`src/rtl/assert_macros.svh`:
```
// Assertion macros shared by the RTL of the sentence slot capture block.
// No dependencies; each file that asserts includes this header.
`ifndef ASSERT_MACROS_SVH
`define ASSERT_MACROS_SVH
`ifndef SYNTHESIS
// Property must hold at every clock edge outside reset.
`define NSSC_ASSERT(label, clk, rst_n, prop, msg) \
    label: assert property (@(posedge clk) disable iff (!rst_n) (prop)) else $error(msg);
// Expression must never be true outside reset.
`define NSSC_ASSERT_NEVER(label, clk, rst_n, expr, msg) \
    label: assert property (@(posedge clk) disable iff (!rst_n) !(expr)) else $error(msg);
`else
`define NSSC_ASSERT(label, clk, rst_n, prop, msg)
`define NSSC_ASSERT_NEVER(label, clk, rst_n, expr, msg)
`endif
`endif

```
`src/rtl/nssc_store_ram.sv`:
```
// Byte store for the sentence slots: one write port, one registered read port.
// No dependencies.
`timescale 1ns / 1ps
module nssc_store_ram #(
    parameter int DEPTH  = 240,
    parameter int ADDR_W = 8
) (
    input  logic              i_clk,
    input  logic              i_we,
    input  logic [ADDR_W-1:0] i_waddr,
    input  logic [7:0]        i_wdata,
    input  logic              i_re,
    input  logic [ADDR_W-1:0] i_raddr,
    output logic [7:0]        o_rdata
);

    logic [7:0] r_mem [DEPTH];
    logic [7:0] r_rdata;

    always_ff @(posedge i_clk) begin
        if (i_we) begin
            r_mem[i_waddr] <= i_wdata;
        end
    end

    // Hold the last read word until the next read.
    always_ff @(posedge i_clk) begin
        if (i_re) begin
            r_rdata <= r_mem[i_raddr];
        end
    end

    assign o_rdata = r_rdata;

endmodule

```
`config.mk`:
```
export PLATFORM = sky130hd
export DESIGN_NAME = nssc_store_ram
export DESIGN_NICKNAME = d
export VERILOG_FILES = /design/src/rtl/assert_macros.svh /design/src/rtl/nssc_store_ram.sv
export SDC_FILE = /design/constraint.sdc
export NUM_CORES = 2
export LEC_CHECK = 0
export BUFFER_PORTS_ARGS = -buffer_cell sky130_fd_sc_hd__clkbuf_2
export CAP_MARGIN = 10
export CELL_PAD_IN_SITES_DETAIL_PLACEMENT = 0
export CELL_PAD_IN_SITES_GLOBAL_PLACEMENT = 1
export CORE_UTILIZATION = 55
export CTS_CLUSTER_SIZE = 8
export DETAILED_ROUTE_END_ITERATION = 16
export HOLD_SLACK_MARGIN = 0.02
export PLACE_DENSITY_LB_ADDON = 0.1
export SYNTH_ARGS = -nofsm -noshare
export SYNTH_HDL_FRONTEND = slang
export SYNTH_SLANG_ARGS = --single-unit
```
`constraint.sdc`:
```
create_clock -name i_clk -period 3.97 [get_ports i_clk]
set_input_delay 0.1985 -clock i_clk [delete_from_list [all_inputs] [get_ports i_clk]]
set_output_delay 0.1985 -clock i_clk [all_outputs]
set_load 0.005 [all_outputs]
```
==> impl_metrics.csv <==
group,metric,value,unit
cts,root_buffer,"clkbuf_16",
setup_path,cp_slowest_cell,"nor4_1",
synth,synth_top_cell_by_area,"edfxtp_1",
drt,wirelength,199000,um
timing,maxSlewHeadroom,9.52,%
cts,cts_buffers,290,
floorplanning,die_height,372,um
floorplanning,fp.coreArea,136000,um^2
synth,synth_ff_type,"edfxtp_1",
final_layout,areaGrowthSynthToFinish,13.7,%
synth,synth.distinct_cells,64,
global_routing,grt_pass1_wl,282000,um
synth,synth.area.top_cells,"edfxtp_1 (77%), mux4_2 (13%), nor2_1 (1.5%)",
synth,synth_area,75400,um^2
final_layout,design_area,85700,um^2
global_routing,grt_max_degree,141,
cts,path_clk_slew,50,ps
cts,cts_tree,"built",
timing,setup_viol,0,
drt,drt_pass1_iterations,5,
synth,synth_nets,3508,
timing,fin_crit,2890,ps
floorplanning,start_util,55.5,%
drt,drt-initial-drc-count,4607,
min_path,min_path_cells,3,
synth,synth_seq_area_share,76.8,%
setup_path,r2r_slack,1080,ps
setup_path,cp.depth,7,
synth,synth_top_cell_area_share,76.8,%
drt,vias,37600,
global_routing,gr-total-overflow,0,
setup_path,crit_chain,"mux4_2 > a22oi_1 > a21oi_1 > nor4_1 > buf_4 > o32a_1 > o21ai_1",
setup_path,worst-setup-path-type,"reg -> reg",
setup_path,path_buf_inv,1,
synth,synth_edf_count,1928,
setup_path,worst-r2r-cell-count,7,
floorplanning,die-area,139000,um^2
setup_path,cp.arrival,3510,ps
setup_path,cp_data_required_time,4600,ps
drt,wl_per_cell,35.6,um
final_layout,drive_above_1_share,26.3,%
synth,post-synth-top-count-cell,"edfxtp_1",
synth,ys_warn_count,0,
timing,hold_viol_final,0,
drt,final_antenna_net_count,0,
floorplanning,rows,135,
synth,syn_avg_cell_area,21.7,um^2
placed_design,portBuffers,34,
setup_path,critPathMaxStageDelay,750,ps
timing,fmax,346,MHz
timing,finalClockSkew,43.5,ps
timing,slew_viol_final,0,
pwr,peakVddDrop,0.463,mV
synth,async_flop_share,0,%
pwr,p_leak,27.1,nW
global_routing,grt_pass1_vias,38200,
run_status,status,"finished, final reports clean",
pwr,p_per_area,533,nW/um^2
global_routing,antenna_found_initial,8,
placed_design,placed_area,78100,um^2
drt,routed_via_density,6.74,
final_layout,fillCellCount,9134,
setup_path,worstSetupStartpointType,"flop",
global_routing,grt_usage,29.3,%
timing,grt_setup_unrepaired,"false",
cts,clock_sinks,1928,
floorplanning,io_pins,35,
setup_path,end_kind,"flop",
setup_path,crit_fanout,1,
synth,synth_commonest_cells,"edfxtp_1 (1,928), mux4_2 (451), nor2_1 (297)",
timing,tightestPinTransition,1340,ps
cts,clock_latency,880,ps
placed_design,place.gp.congestion,0.851,
setup_path,cpLargestDelayFamily,"compound AO/OA/AOI/OAI gates",
floorplanning,die_x,372,um
drt,drcViolationCount,0,
timing,setup_tns,0,ps
cts,cts_max_path_buffers,4,
run,drv_cap,0,
final_layout,nNetsFinal,3809,
synth,ys_ff_latch,1928,
synth,syn_inst,3481,
placed_design,dp_hpwl,124000,um
timing,final.period_utilization,72.8,%
min_path,hold_path_class,"in -> reg",
cts,h-tree-depth,5,
-- power breakdown --
group | total [mW] | internal, mW | switching (mW)
clock network | 21.0 | 13.2 | 7.85
registers | 22.5 | 22.5 | 0.0282
logic | 2.18 | 0.765 | 1.41
total | 45.7 | 36.4 | 9.29
-- cells in the final DEF, fill, tap and decap left out, types with 4 or more instances in the layout --
cell           instances
a21oi_1               31
o211ai_1               8
o21ai_0               18
nand3b_1               5
clkbuf_16            301
a22o_1                 6
o31a_1                 4
nand3_1               30
buf_6                  8
mux4_1                29
nand2b_1              16
edfxtp_1            1928
mux2i_1               90
o22ai_1               17
nand4_1                9
buf_4                151
buf_12                29
o221ai_1              29
a211oi_1              17
a22oi_1               48
a32o_1                 4
a221oi_1               6
nor3_1                 6
mux4_2               451
nor2b_1               25
o2111ai_1              5
dlygate4sd3_1         10
nor2_1               296
a2111oi_0              4
a311oi_1               6
nand2_1               84
nor4_1                 7
a31oi_1               20
or2_2                  4
mux2_2                18
clkbuf_2              21
-- flip-flops by register name, summed over array words and instances (netlist names) --
register / cells
o_rdata: 8
r_mem: 1920
-- tightest hold or removal path: cells and delay by family --
kind                   cells  cell delay (ps)
buffers and inverters      2              480
AOI/OAI and AO/OA          1               90
-- per-layer routing --
layer  vias to the layer above  wire [um]  track usage, %
met5                         -         42               0
met4                         6       6420            10.1
met3                       342      19400            7.01
met2                      1946      93800            45.0
met1                     20200      79000            41.7
li1                      15100          -               -
-- per-stage QoR --
step	hold WS [ps]	setup WS (ps)	utilization (%)	std cells	total power, mW
final	116	1080	63.1	5576	45.7
after global routing	92.2	1100	63.1	5573	46.8
after CTS	37.7	1110	63.1	5573	45.9
after detailed placement	548	396	57.5	5261	25.1
after global placement	537	409	57.5	5261	25.0
after floorplan	297	1540	-	3481	24.0
-- area by class of cell --
cell class	count	area [um^2]	share of cell area (%)
Clock inverter	1	8.76	0.0102
Antenna cell	3	7.51	0.00876
Timing Repair Buffer	221	2040	2.38
Clock buffer	301	7530	8.79
Tap cell	1781	2230	2.60
Sequential cell	1928	57900	67.5
Inverter	5	20.0	0.0234
Multi-Input combinational cell	1336	16000	18.6
-- cell families (layout without fill, tap and decap cells) --
kind of cell	count (synthesis)	after routing	synth area share [%]
buffers and inverters	217	528	2.02
AOI/OAI and AO/OA	241	241	2.31
muxes	588	588	15.9
other	0	3	0
DFF	1928	1928	76.8
and+or+nand+nor	507	507	2.93
-- path summary, 6_finish.rpt --
check                     startpoint              endpoint
max          r_mem[223][7]$_DFFE_PP_  o_rdata[7]$_DFFE_PP_
min                       i_raddr[7]  o_rdata[0]$_DFFE_PP_
max reg2reg  r_mem[223][7]$_DFFE_PP_  o_rdata[7]$_DFFE_PP_
min reg2reg  r_mem[102][3]$_DFFE_PP_  o_rdata[3]$_DFFE_PP_
-- timing repair --
action                                 in CTS  in global routing
hold buffers                               10                  0
resized for setup                           0                  0
endpoints found under the hold margin     609                  0
setup buffers                               0                  0
Power figures use the tool's default switching activity.
